### src/rtl/alm_pkg.sv
// Types, constants and helpers shared by the linked-list node pool blocks.
package alm_pkg;

   localparam int NODES  = 16;
   localparam int IDX_W  = $clog2(NODES);
   localparam int LINK_W = IDX_W + 1;

   localparam logic [LINK_W-1:0] END_MARK = LINK_W'(NODES);
   localparam logic [31:0]       CLEARED  = 32'hFFFF_FFFF;

   typedef enum logic [1:0] {
      ACT_INSERT   = 2'd0,
      ACT_DELETE   = 2'd1,
      ACT_TRAVERSE = 2'd2,
      ACT_NOP      = 2'd3
   } action_type;

   typedef enum logic [2:0] {
      ST_DONE   = 3'd0,
      ST_FULL   = 3'd1,
      ST_EMPTY  = 3'd2,
      ST_ELEM   = 3'd3,
      ST_NOSUCC = 3'd4
   } status_type;

   typedef enum logic [2:0] {
      S_IDLE,
      S_DEC,
      S_R1,
      S_R2,
      S_W1,
      S_W2,
      S_OUT,
      S_TRV
   } state_type;

   typedef struct packed {
      action_type         action;
      logic               after_head;
      logic [3:0]         pred_index;
      logic signed [31:0] student_number;
      logic signed [31:0] student_mark;
   } req_type;

   typedef struct packed {
      status_type         status;
      logic [3:0]         node_index;
      logic signed [31:0] node_number;
      logic signed [31:0] node_mark;
      logic [3:0]         next_index;
      logic               next_is_end;
      logic               last_of_run;
      logic               list_empty;
      logic               pool_full;
   } rsp_type;

   typedef struct packed {
      logic [31:0]       number;
      logic [31:0]       mark;
      logic [LINK_W-1:0] link;
   } node_type;

   typedef struct packed {
      logic              data_en;
      logic              link_en;
      logic [IDX_W-1:0]  addr;
      node_type          node;
   } node_wr_type;

   // Fold any out-of-range link onto the end marker.
   function automatic logic [LINK_W-1:0] link_norm(input logic [LINK_W-1:0] l);
      logic [LINK_W-1:0] r;
      r = (l >= END_MARK) ? END_MARK : l;
      return r;
   endfunction

endpackage

### src/rtl/array_linked_list_with_free_pool.sv
// Top level: request sequencer, list and free-chain heads, and result register.
// Usage:
//   Requests arrive on req_valid/req_stall/req_data; results leave on
//   rsp_valid/rsp_stall/rsp_data. One request is worked at a time; req_stall
//   is high from acceptance until its last result has been loaded.
//   No-op and errors found at decode load from S_DEC; delete after a tail
//   node reads it and loads from S_R1; insert at head reads and writes the
//   free node, delete at head reads and frees the head node, insert or
//   delete after a node reads and writes two nodes, each then loading from
//   S_OUT. Node memory accesses are dependent (one per cycle, read data
//   registered). A new request is taken the cycle after the result loads.
//   Traverse loads one result per cycle while the result side does not
//   stall, each following a link read from the node memory. A held rsp_stall
//   holds the result register and stops the sequencer in a state with a
//   result to load; no work is lost. Reset empties the list and chains
//   every node into the free pool (per-entry valid bits, no clearing pass).
module array_linked_list_with_free_pool (
   input  logic             clock,
   input  logic             reset,
   input  logic             req_valid,
   output logic             req_stall,
   input  alm_pkg::req_type req_data,
   output logic             rsp_valid,
   input  logic             rsp_stall,
   output alm_pkg::rsp_type rsp_data
);

   alm_pkg::state_type          st_ff, st_in;
   alm_pkg::req_type            req_ff, req_in;
   logic [alm_pkg::LINK_W-1:0]  list_head_ff, list_head_in;
   logic [alm_pkg::LINK_W-1:0]  free_head_ff, free_head_in;
   logic [alm_pkg::LINK_W-1:0]  free_next_ff, free_next_in;
   logic [alm_pkg::LINK_W-1:0]  nx_ff, nx_in;
   logic [alm_pkg::IDX_W-1:0]   t_ff, t_in;
   logic [alm_pkg::IDX_W-1:0]   k_ff, k_in;
   logic [31:0]                 num_ff, num_in;
   logic [31:0]                 mark_ff, mark_in;
   alm_pkg::rsp_type            rsp_ff, rsp_in;
   logic                        rsp_valid_ff, rsp_valid_in;

   logic                        rd_en;
   logic [alm_pkg::IDX_W-1:0]   rd_addr;
   alm_pkg::node_type           rd_node;
   alm_pkg::node_wr_type        wr;

   logic                        out_free;
   logic                        out_load;
   alm_pkg::rsp_type            out_val;
   logic [alm_pkg::LINK_W-1:0]  lnk;
   logic [alm_pkg::LINK_W-1:0]  pred_ext;
   logic                        pred_bad;
   logic                        trv_last;

   alm_node_ram u_ram (
      .clock   (clock),
      .reset   (reset),
      .rd_en   (rd_en),
      .rd_addr (rd_addr),
      .rd_node (rd_node),
      .wr      (wr)
   );

   assign out_free = !rsp_valid_ff || !rsp_stall;
   assign lnk      = alm_pkg::link_norm(rd_node.link);
   assign pred_ext = alm_pkg::LINK_W'(req_ff.pred_index);
   assign pred_bad = pred_ext >= alm_pkg::END_MARK;
   assign trv_last = (lnk == alm_pkg::END_MARK) ||
                     (k_ff == alm_pkg::IDX_W'(alm_pkg::NODES - 1));

   always_comb begin
      st_in        = st_ff;
      req_in       = req_ff;
      list_head_in = list_head_ff;
      free_head_in = free_head_ff;
      free_next_in = free_next_ff;
      nx_in        = nx_ff;
      t_in         = t_ff;
      k_in         = k_ff;
      num_in       = num_ff;
      mark_in      = mark_ff;
      rd_en        = 1'b0;
      rd_addr      = '0;
      wr           = '0;
      out_load     = 1'b0;
      out_val      = '0;
      out_val.last_of_run = 1'b1;
      req_stall    = (st_ff != alm_pkg::S_IDLE);

      case (st_ff)
         alm_pkg::S_IDLE: begin
            if (req_valid) begin
               req_in = req_data;
               st_in  = alm_pkg::S_DEC;
            end
         end

         alm_pkg::S_DEC: begin
            case (req_ff.action)
               alm_pkg::ACT_INSERT: begin
                  if (free_head_ff >= alm_pkg::END_MARK) begin
                     out_val.status = alm_pkg::ST_FULL;
                     out_load       = out_free;
                  end else if (!req_ff.after_head && pred_bad) begin
                     out_val.status = alm_pkg::ST_NOSUCC;
                     out_load       = out_free;
                  end else begin
                     rd_en   = 1'b1;
                     rd_addr = free_head_ff[alm_pkg::IDX_W-1:0];
                     t_in    = free_head_ff[alm_pkg::IDX_W-1:0];
                     st_in   = alm_pkg::S_R1;
                  end
               end
               alm_pkg::ACT_DELETE: begin
                  if (list_head_ff >= alm_pkg::END_MARK) begin
                     out_val.status = alm_pkg::ST_EMPTY;
                     out_load       = out_free;
                  end else if (req_ff.after_head) begin
                     rd_en   = 1'b1;
                     rd_addr = list_head_ff[alm_pkg::IDX_W-1:0];
                     t_in    = list_head_ff[alm_pkg::IDX_W-1:0];
                     st_in   = alm_pkg::S_R2;
                  end else if (pred_bad) begin
                     out_val.status = alm_pkg::ST_NOSUCC;
                     out_load       = out_free;
                  end else begin
                     rd_en   = 1'b1;
                     rd_addr = req_ff.pred_index[alm_pkg::IDX_W-1:0];
                     st_in   = alm_pkg::S_R1;
                  end
               end
               alm_pkg::ACT_TRAVERSE: begin
                  if (list_head_ff >= alm_pkg::END_MARK) begin
                     out_val.status = alm_pkg::ST_EMPTY;
                     out_load       = out_free;
                  end else begin
                     rd_en   = 1'b1;
                     rd_addr = list_head_ff[alm_pkg::IDX_W-1:0];
                     t_in    = list_head_ff[alm_pkg::IDX_W-1:0];
                     k_in    = '0;
                     st_in   = alm_pkg::S_TRV;
                  end
               end
               default: begin
                  out_val.status = alm_pkg::ST_DONE;
                  out_load       = out_free;
               end
            endcase
            if (out_load) begin
               st_in = alm_pkg::S_IDLE;
            end
         end

         alm_pkg::S_R1: begin
            if (req_ff.action == alm_pkg::ACT_INSERT) begin
               free_next_in = lnk;
               if (req_ff.after_head) begin
                  st_in = alm_pkg::S_W1;
               end else begin
                  rd_en   = 1'b1;
                  rd_addr = req_ff.pred_index[alm_pkg::IDX_W-1:0];
                  st_in   = alm_pkg::S_R2;
               end
            end else if (lnk == alm_pkg::END_MARK) begin
               // Predecessor is the tail: hold until the result slot frees.
               out_val.status = alm_pkg::ST_NOSUCC;
               out_load       = out_free;
               if (out_free) begin
                  st_in = alm_pkg::S_IDLE;
               end
            end else begin
               rd_en   = 1'b1;
               rd_addr = lnk[alm_pkg::IDX_W-1:0];
               t_in    = lnk[alm_pkg::IDX_W-1:0];
               st_in   = alm_pkg::S_R2;
            end
         end

         alm_pkg::S_R2: begin
            nx_in = lnk;
            if (req_ff.action == alm_pkg::ACT_DELETE) begin
               num_in  = rd_node.number;
               mark_in = rd_node.mark;
            end
            st_in = alm_pkg::S_W1;
         end

         alm_pkg::S_W1: begin
            if (req_ff.action == alm_pkg::ACT_INSERT) begin
               wr.data_en     = 1'b1;
               wr.link_en     = 1'b1;
               wr.addr        = t_ff;
               wr.node.number = req_ff.student_number;
               wr.node.mark   = req_ff.student_mark;
               wr.node.link   = req_ff.after_head ? list_head_ff : nx_ff;
               num_in         = req_ff.student_number;
               mark_in        = req_ff.student_mark;
               free_head_in   = free_next_ff;
               if (req_ff.after_head) begin
                  list_head_in = alm_pkg::LINK_W'(t_ff);
                  nx_in        = list_head_ff;
                  st_in        = alm_pkg::S_OUT;
               end else begin
                  st_in = alm_pkg::S_W2;
               end
            end else begin
               if (req_ff.after_head) begin
                  list_head_in = nx_ff;
               end else begin
                  wr.link_en   = 1'b1;
                  wr.addr      = req_ff.pred_index[alm_pkg::IDX_W-1:0];
                  wr.node.link = nx_ff;
               end
               st_in = alm_pkg::S_W2;
            end
         end

         alm_pkg::S_W2: begin
            if (req_ff.action == alm_pkg::ACT_INSERT) begin
               wr.link_en   = 1'b1;
               wr.addr      = req_ff.pred_index[alm_pkg::IDX_W-1:0];
               wr.node.link = alm_pkg::LINK_W'(t_ff);
               // A free node used as its own predecessor ends up self-linked.
               if (req_ff.pred_index[alm_pkg::IDX_W-1:0] == t_ff) begin
                  nx_in = alm_pkg::LINK_W'(t_ff);
               end
            end else begin
               wr.data_en     = 1'b1;
               wr.link_en     = 1'b1;
               wr.addr        = t_ff;
               wr.node.number = alm_pkg::CLEARED;
               wr.node.mark   = alm_pkg::CLEARED;
               wr.node.link   = free_head_ff;
               free_head_in   = alm_pkg::LINK_W'(t_ff);
            end
            st_in = alm_pkg::S_OUT;
         end

         alm_pkg::S_OUT: begin
            out_val.status      = alm_pkg::ST_DONE;
            out_val.node_index  = 4'(t_ff);
            out_val.node_number = num_ff;
            out_val.node_mark   = mark_ff;
            out_val.next_is_end = (nx_ff == alm_pkg::END_MARK);
            out_val.next_index  = out_val.next_is_end ? 4'd0 : 4'(nx_ff);
            out_load            = out_free;
            if (out_free) begin
               st_in = alm_pkg::S_IDLE;
            end
         end

         alm_pkg::S_TRV: begin
            out_val.status      = alm_pkg::ST_ELEM;
            out_val.node_index  = 4'(t_ff);
            out_val.node_number = rd_node.number;
            out_val.node_mark   = rd_node.mark;
            out_val.next_is_end = (lnk == alm_pkg::END_MARK);
            out_val.next_index  = out_val.next_is_end ? 4'd0 : 4'(lnk);
            out_val.last_of_run = trv_last;
            out_load            = out_free;
            if (out_free) begin
               if (trv_last) begin
                  st_in = alm_pkg::S_IDLE;
               end else begin
                  // Advance: fetch the successor while this node goes out.
                  rd_en   = 1'b1;
                  rd_addr = lnk[alm_pkg::IDX_W-1:0];
                  t_in    = lnk[alm_pkg::IDX_W-1:0];
                  k_in    = k_ff + alm_pkg::IDX_W'(1);
               end
            end
         end

         default: begin
            st_in = alm_pkg::S_IDLE;
         end
      endcase

      // Heads only move in the write states, so these are the post-step flags.
      out_val.list_empty = (list_head_ff >= alm_pkg::END_MARK);
      out_val.pool_full  = (free_head_ff >= alm_pkg::END_MARK);

      rsp_in       = out_load ? out_val : rsp_ff;
      rsp_valid_in = out_load || (rsp_valid_ff && rsp_stall);
   end

   always_ff @(posedge clock) begin
      if (reset) begin
         st_ff        <= alm_pkg::S_IDLE;
         list_head_ff <= alm_pkg::END_MARK;
         free_head_ff <= '0;
         rsp_valid_ff <= 1'b0;
      end else begin
         st_ff        <= st_in;
         list_head_ff <= list_head_in;
         free_head_ff <= free_head_in;
         rsp_valid_ff <= rsp_valid_in;
      end
   end

   always_ff @(posedge clock) begin
      req_ff       <= req_in;
      free_next_ff <= free_next_in;
      nx_ff        <= nx_in;
      t_ff         <= t_in;
      k_ff         <= k_in;
      num_ff       <= num_in;
      mark_ff      <= mark_in;
      rsp_ff       <= rsp_in;
   end

   assign rsp_valid = rsp_valid_ff;
   assign rsp_data  = rsp_ff;

   // The sequencer never reads and writes the node memory in the same cycle.
   a_no_rw_overlap: assert property (@(posedge clock) disable iff (reset)
      !(rd_en && (wr.data_en || wr.link_en)))
      else $error("node memory read and write in the same cycle");

   // A traverse result that is not the last keeps the walk going.
   a_trv_continues: assert property (@(posedge clock) disable iff (reset)
      (out_load && !out_val.last_of_run) |=> (st_ff == alm_pkg::S_TRV))
      else $error("traverse ended before its last result");

   // A list element is never reported from an empty list.
   a_elem_nonempty: assert property (@(posedge clock) disable iff (reset)
      (rsp_valid_ff && rsp_ff.status == alm_pkg::ST_ELEM) |-> !rsp_ff.list_empty)
      else $error("list element reported with the list empty");

   // Heads change only in the write states.
   a_heads_stable: assert property (@(posedge clock) disable iff (reset)
      !(st_ff == alm_pkg::S_W1 || st_ff == alm_pkg::S_W2)
      |=> ($stable(list_head_ff) && $stable(free_head_ff)))
      else $error("list or free head moved outside a write state");

endmodule

### src/rtl/alm_node_ram.sv
// Node store: number, mark and link memories with per-entry reset-value tracking.
module alm_node_ram (
   input  logic                              clock,
   input  logic                              reset,
   input  logic                              rd_en,
   input  logic [alm_pkg::IDX_W-1:0]         rd_addr,
   output alm_pkg::node_type                 rd_node,
   input  alm_pkg::node_wr_type              wr
);

   logic [31:0]                 number_mem [alm_pkg::NODES];
   logic [31:0]                 mark_mem   [alm_pkg::NODES];
   logic [alm_pkg::LINK_W-1:0]  link_mem   [alm_pkg::NODES];

   logic [alm_pkg::NODES-1:0]   data_vld_ff, data_vld_in;
   logic [alm_pkg::NODES-1:0]   link_vld_ff, link_vld_in;

   logic [31:0]                 rd_number_ff;
   logic [31:0]                 rd_mark_ff;
   logic [alm_pkg::LINK_W-1:0]  rd_link_ff;
   logic                        rd_dv_ff;
   logic                        rd_lv_ff;
   logic [alm_pkg::IDX_W-1:0]   rd_addr_ff;

   always_ff @(posedge clock) begin
      if (wr.data_en) begin
         number_mem[wr.addr] <= wr.node.number;
         mark_mem[wr.addr]   <= wr.node.mark;
      end
      if (wr.link_en) begin
         link_mem[wr.addr] <= wr.node.link;
      end
   end

   always_ff @(posedge clock) begin
      if (rd_en) begin
         rd_number_ff <= number_mem[rd_addr];
         rd_mark_ff   <= mark_mem[rd_addr];
         rd_link_ff   <= link_mem[rd_addr];
         rd_dv_ff     <= data_vld_ff[rd_addr];
         rd_lv_ff     <= link_vld_ff[rd_addr];
         rd_addr_ff   <= rd_addr;
      end
   end

   always_comb begin
      data_vld_in = data_vld_ff;
      link_vld_in = link_vld_ff;
      if (wr.data_en) begin
         data_vld_in[wr.addr] = 1'b1;
      end
      if (wr.link_en) begin
         link_vld_in[wr.addr] = 1'b1;
      end
   end

   always_ff @(posedge clock) begin
      if (reset) begin
         data_vld_ff <= '0;
         link_vld_ff <= '0;
      end else begin
         data_vld_ff <= data_vld_in;
         link_vld_ff <= link_vld_in;
      end
   end

   // Unwritten entries read as their reset value: -1 data, link to the next node.
   always_comb begin
      rd_node.number = rd_dv_ff ? rd_number_ff : alm_pkg::CLEARED;
      rd_node.mark   = rd_dv_ff ? rd_mark_ff   : alm_pkg::CLEARED;
      rd_node.link   = rd_lv_ff ? rd_link_ff
                                : ({1'b0, rd_addr_ff} + alm_pkg::LINK_W'(1));
   end

endmodule

### config.mk
export PLATFORM = sky130hd
export DESIGN_NAME = array_linked_list_with_free_pool
export DESIGN_NICKNAME = d
export VERILOG_FILES = /design/src/rtl/alm_pkg.sv /design/src/rtl/array_linked_list_with_free_pool.sv /design/src/rtl/alm_node_ram.sv
export SDC_FILE = /design/constraint.sdc
export NUM_CORES = 2
export LEC_CHECK = 0
export BUFFER_PORTS_ARGS = -buffer_cell sky130_fd_sc_hd__buf_4
export CAP_MARGIN = 20
export CORE_UTILIZATION = 35
export CTS_BUF_LIST = sky130_fd_sc_hd__clkbuf_4
export CTS_CLUSTER_SIZE = 20
export DETAILED_ROUTE_END_ITERATION = 10
export PLACE_DENSITY = 0.46
export SYNTH_ARGS = -nofsm -noshare
export SYNTH_HDL_FRONTEND = slang
export SYNTH_SLANG_ARGS = --single-unit
### constraint.sdc
create_clock -name clock -period 7.72 [get_ports clock]
set_input_delay 1.544 -clock clock [delete_from_list [all_inputs] [get_ports clock]]
set_output_delay 1.544 -clock clock [all_outputs]
set_load 0.05 [all_outputs]
# Yosys cells after proc, flatten, opt, wreduce, memory -nomap -nowiden
# Memories as Yosys holds them, arrays and structs flattened. A register that Yosys moved wholly into a read port is not among the register bits.
# Index checks and enable logic that the tools add are counted.
[word_totals] n_memories=3 register_bits=284 word_cells=233 inputBits=75 output_inout_bits=81 mem_bits_rw=1104
[classes] eq_ne=38 n_mux=125 reduce_logical=27 add_sub_neg=2 order_cmp=7 bitwise_logic=2
[mem_list] memory="u_ram.mark_mem" words=16 width=32 rd=1 rd_ports_with_merged_regs=1 wr=1 line="alm_node_ram.sv:12" source="logic [31:0] mark_mem [alm_pkg::NODES];"
[mem_list] memory="u_ram.number_mem" words=16 width=32 rd=1 rd_ports_with_merged_regs=1 wr=1 line="alm_node_ram.sv:11" source="logic [31:0] number_mem [alm_pkg::NODES];"
[mem_list] memory="u_ram.link_mem" words=16 width=5 rd=1 rd_ports_with_merged_regs=1 wr=1 line="alm_node_ram.sv:13" source="logic [alm_pkg::LINK_W-1:0] link_mem [alm_pkg::NODES];"
[ops] cell="32-bit 2-to-1 mux" n=6
[ops] cell="75-bit case mux with 2 select lines" n=1
[ops] cell="73-bit case mux with 2 select lines" n=1
[ops] cell="64-bit 2-to-1 mux" n=2
[ops] cell="32-bit case mux with 2 select lines" n=2
[ops] cell="4-bit 2-to-1 mux" n=26
[ops] cell="5-bit 2-to-1 mux" n=16
[ops] cell="3-bit 2-to-1 mux" n=22
[ops] cell="4-bit case mux with 3 select lines" n=4
[ops] cell="16-bit OR" n=2
[ops] cell="1-bit 2-to-1 mux" n=29
[ops] cell="3-bit case mux with 3 select lines" n=3
[ops] cell="2-bit != test (second input constant)" n=12
[ops] cell="3-bit case mux with 8 select lines" n=1
[ops] cell="4-bit != test (second input constant)" n=4
[ops] cell="5-bit >= comparator (second input constant)" n=3
[ops] cell="3-bit != test (second input constant)" n=5
[ops] cell="5-bit case mux with 3 select lines" n=1
[ops] cell="3-bit == test (second input constant)" n=4
[ops] cell="1-bit case mux with 3 select lines" n=4
[ops] cell="11-bit AND reduction" n=1
[ops] cell="5-bit == test (second input constant)" n=2
[ops] cell="4-bit by 5-bit less-than comparator with 1-bit output (second input constant)" n=2
[ops] cell="5-bit case mux with 2 select lines" n=1
[ops] cell="31 further kinds" n=47

# Logic depth before layout (Yosys ltp)
[depth] word_depth=11 depth_mapped=15 mapped_depth_nobuf=10

# Cells and area by module
# From an unflattened synthesis, not the netlist that was laid out.
[unflattened] hier_cells=2922 area_unflattened_um2=56837.0
[modules_own_cells] module="alm_node_ram" area_per_inst_um2=45466.1 n_inst=1 seq_area_each_um2=36044.6 cells_each=2028
[modules_own_cells] module="array_linked_list_with_free_pool" area_per_inst_um2=11370.9 n_inst=1 seq_area_each_um2=7247.0 cells_each=894

# Worst setup path after synthesis
# Ideal clock, no wire load.
[synth_timing] path_kind="flip-flop to flip-flop" startpoint="register req_ff[69] (netlist name)" endpoint="memory u_ram.mark_mem[6][0] (enable)" n_path_buf=1 stages_incl_launch_ff=8 setup_ns=0.567 synth_period_minus_slack_ns=6.941 path_slack_ns=0.779 arrival_time_ns=6.374 t_required_ns=7.153 path_cell_list="edfxtp_1 -> inv_1 -> ha_1 -> buf_1 -> a221oi_1 -> a211oi_1 -> o211ai_1 -> nor3_1"
[synth_between] elab_chain_cells=5 word_cells_on_any_way=8 cone_classes="7 x mux; 1 x reduce/logical"
[synth_rtl] element="start, declared" line="array_linked_list_with_free_pool.sv:29" source="alm_pkg::req_type req_ff, req_in;"
[synth_rtl] element="start signal, assigned" line="array_linked_list_with_free_pool.sv:301" source="req_ff <= req_in;"
[synth_rtl] element="2-bit zero test (*)" line="array_linked_list_with_free_pool.sv:188, array_linked_list_with_free_pool.sv:218"
[synth_rtl] element="1-bit 2-to-1 mux (on tied branches)" line="array_linked_list_with_free_pool.sv:218, array_linked_list_with_free_pool.sv:188"
[synth_rtl] element="75-bit case mux with 2 select lines (*)" line="array_linked_list_with_free_pool.sv:89" source="case (st_ff)"
[synth_rtl] element="1-bit 2-to-1 mux" line="alm_node_ram.sv:26" source="if (wr.data_en) begin"
[synth_rtl] element="1-bit 2-to-1 mux (not written as such)" line="alm_node_ram.sv:28" source="mark_mem[wr.addr] <= wr.node.mark;"
[synth_rtl] element="end, declared" line="alm_node_ram.sv:12"
# Every way passes the cells marked *; elsewhere a longest branch is shown, timed or not.

# Final worst setup path
[layout_timing] startpoint="register req_ff[69] (netlist name)" endpoint="register u_ram.rd_mark_ff[16] (read register of u_ram.mark_mem) (data pin)"
[layout_between] elab_chain_cells=3 word_cells_on_any_way=9 cone_classes="2 x eq/ne; 6 x mux; 1 x reduce/logical"
[layout_rtl] element="2-bit == test, or another cell as far along" line="array_linked_list_with_free_pool.sv:98" source="case (req_ff.action)"
[layout_rtl] element="4-bit case mux with 3 select lines, or another cell as far along" line="array_linked_list_with_free_pool.sv:98"
[layout_rtl] element="4-bit case mux with 3 select lines / 1-bit case mux with 3 select lines (equally long branches)" line="array_linked_list_with_free_pool.sv:89"
[layout_rtl] element="end, declared" line="alm_node_ram.sv:19" source="logic [31:0] rd_mark_ff;"
# Several ways; a longest one is shown, not always the timed one.
# A chain may end at the register's enable or synchronous reset.

==> summary.md <==
| Metric | Value |
|---|---|
| Status | `finished clean` |
| Max-slew violations | `0` |
| Yosys warns | `0` |
| Place WS | `around 2500 ps` |
| Final Non-Filler Cells | `just over 7k` |
| Post-CTS Setup Bufs | `0` |
| H-tree depth | `5` |
| Die Area | `172,000 µm²` |
| Clock sinks | `between 1k and 1.5k` |
| Root Buffer | `clkbuf_4` |
| P_int | `12.5 mW` |
| Final Cell Area | `68,200 µm²` |
| Crit end category | `register` |
| Worst-Margin Slew | `about 1200 ps` |
| Ys async rst share | `0` |
| Avg WL per Cell | `27.1 µm` |
| Min Clock Period, post-route | `between 4000 and 5000 ps` |
| Post-CTS sizing | `0` |
| Sw Share | `0.228` |
| Worst vdd ir | `~160 µV` |
| Clock skew | `roughly 130 ps` |
| Most common cell after layout, fill and taps aside | `edfxtp_1` |
| Tcrit/Tclk final | `0.642` |
| Simple-gate share of the synthesized area | `0.0871` |
| Largest family of logic cells by synthesized area | `compound AO/OA/AOI/OAI gates` |
| Post-route DRC violation count | `0` |
| PD cells | `237 nW/µm²` |
| First-pass GRT wire length | `~280,000 µm` |
| Cell Area, Placed | `between 60,000 and 70,000 µm²` |
| Placer Congestion | `0.778` |
| Detailed placement HPWL | `94,700 µm` |
| Multiplexer share of the synthesized area | `0.0175` |
| Hold_ws | `360 ps` |
| Data required, critical path | `around 8900 ps` |
| Post-Synthesis Cells | `about 4.3k` |
| Synth Area in Compound Gates | `0.138` |
| Syn nets | `between 4k and 5k` |
| Vias in the first global route | `between 30k and 40k` |
| Hold buffers post-CTS | `0` |
| Final setup viols | `0` |
| WP data arrival | `between 6000 and 7000 ps` |
| CTS max path bufs | `4` |
| Die W | `~410 µm` |
| Area grow syn2layout | `14.3%` |
| LEAKAGE | `between 20 and 30 nW` |
| GRT overflow | `0` |
| Comb power frac | `0.031` |
| Synth Area in Adders | `0.00147` |
| Max-slew headroom | `0.173` |
| I/O Buffers | `around 160` |
| #FFs+latches synth | `1,457` |
| Number of I/O pins | `approximately 160` |
| Hold WC Path Type | `in2reg` |
| # placed instances | `~6.4k` |
| CTS Buf Count | `roughly 410` |
| Vias | `39.7k` |
| Worst setup SP type | `register` |
| Initial DRC Count | `between 3k and 4k` |
| Rows | `roughly 150` |
| FMAX | `202 MHz` |
| Post-synth EDFFs | `roughly 1.4k` |
| Initial cell density of the core | `0.352` |
| Max cap viols | `0` |
| Switching pwr | `around 3.7 mW` |
| Synth Flop Type | `edfxtp_1` |
| Chip height | `between 400 and 500 µm` |
| Total core area | `between 150,000 and 200,000 µm²` |
| Seq pwr share | `0.541` |
| Cell Area, Synth | `between 50,000 and 60,000 µm²` |
| Unique masters post-synth | `74` |
| Vias per cell | `~5.6` |
| PnR worst setup slack | `between 2000 and 3000 ps` |
| Total power | `approximately 16 mW` |
| Worst setup path class | `reg2reg` |
| Initial antenna violation count | `8` |
| CTS tree | `done` |
| Nets | `4,671` |
| Fin. Hold Viols | `0` |
| RSZ-0062 raised after global routing | `false` |
| Crit-path max FO | `about 200` |
| Finished Core Util | `0.403` |
| Xor and xnor area share after synthesis | `0.00132` |
| Largest net degree at the start of global routing | `204` |
| Most frequent cells in the layout | `1,411 x edfxtp_1, 622 x clkbuf_4, 424 x nand2_1` |
| Mapped Avg Cell Area | `~14 µm²` |
| Gr usage total | `0.219` |
| Post-DRT Antenna Nets | `0` |
| Clk slew on worst S/H paths | `60 ps` |
| Seq/Total Area, Yosys | `0.726` |
| Clock latency on the worst-skew pair | `1370 ps` |
| Clock share of power | `0.428` |
| First-pass detailed-route iteration total | `6` |
| Final WL | `~190,000 µm` |
| Setup TNS Final | `0 ps` |
| Share of layout cells above drive strength 1 | `0.194` |
-- flip-flops by register name, summed over array words and instances, names as in the netlist, 32 cells and up --
register and count:
u_ram.rd_mark_ff 32, rsp_data 79, u_ram.rd_number_ff 32, req_ff 67, num_ff 32, u_ram.mark_mem 512, u_ram.link_mem 80, mark_ff 32
u_ram.number_mem 512
-- routing by layer --
| metal | track usage | up-vias | routed length [µm] |
|---|---|---|---|
| met3 | 0.0388 | 350 | 11800 |
| met1 | 0.299 | 20300 | 84800 |
| met2 | 0.353 | 1518 | 91300 |
| met5 | 0 | - | 0 |
| met4 | 0.0738 | 0 | 4690 |
| li1 | - | 17600 | - |
-- critical path, stage by stage, from the launching register on --
cell      delay (ps)
edfxtp_1         430
inv_1            130
ha_1             150
buf_4            450
nor2b_1          390
nand3_4          520
o21ai_4          330
buf_12           570
buf_4            820
o21ai_0          160
a311oi_1         360
a22o_1           220
a311o_1          120
-- worst paths after layout --
kind | from | end | slack [ps] | cells after the start
worst max-delay path | req_ff[69] | u_ram.rd_mark_ff[16] | 2760 | 12
worst min register to register | u_ram.link_vld_ff[15] | u_ram.link_vld_ff[15] | 470 | 2
worst min-delay path | req_data[26] | req_ff[26] | 360 | 1
worst max register to register | req_ff[69] | u_ram.rd_mark_ff[16] | 2760 | 12
-- layout make-up --
cell class / instances / area [µm²]
fill: 16100 / 101000
sequential: 1457 / 43300
multi-input combinational: 2436 / 14900
clock buffer: 622 / 4670
tap: 2218 / 2780
timing repair buffer: 256 / 2080
clock inverter: 74 / 308
inverter: 26 / 121
antenna: 11 / 27.5
-- logic make-up (layout without fill, tap and decap cells) --
| family | Yosys count | count (layout) |
|---|---|---|
| compound gates | 1171 | 1171 |
| other cells | 0 | 11 |
| flops | 1457 | 1457 |
| buf+inv | 411 | 978 |
| mux | 104 | 104 |
| simple gates | 1145 | 1145 |
| fa+ha+maj | 7 | 7 |
| xor+xnor | 9 | 9 |
-- power by group through the flow --
stage | clock [mW] | combinational, mW | sequential [mW]
final | 6.91 | 0.505 | 8.73
after CTS | 7.13 | 0.513 | 8.73
after global placement | 0 | 0.507 | 8.90
after detailed placement | 0 | 0.512 | 8.90
after global routing | 7.52 | 0.537 | 8.73
after floorplan | 0 | 0.216 | 8.96
-- cell usage after synthesis, types with 62 or more instances --
library cell | number | area [µm²]
a211oi_1 | 87 | 653
a21o_1 | 65 | 488
a21oi_1 | 169 | 846
a221oi_1 | 62 | 543
a22o_1 | 63 | 552
a311oi_1 | 69 | 604
a32oi_1 | 80 | 701
buf_2 | 84 | 420
clkbuf_1 | 259 | 972
edfxtp_1 | 1411 | 42400
mux2i_1 | 103 | 1030
nand2_1 | 427 | 1600
nand3_1 | 398 | 1990
nor2_1 | 173 | 649
nor2b_1 | 69 | 432
o211a_1 | 70 | 701
o21ai_0 | 364 | 1820
Power figures use the tool's default switching activity.
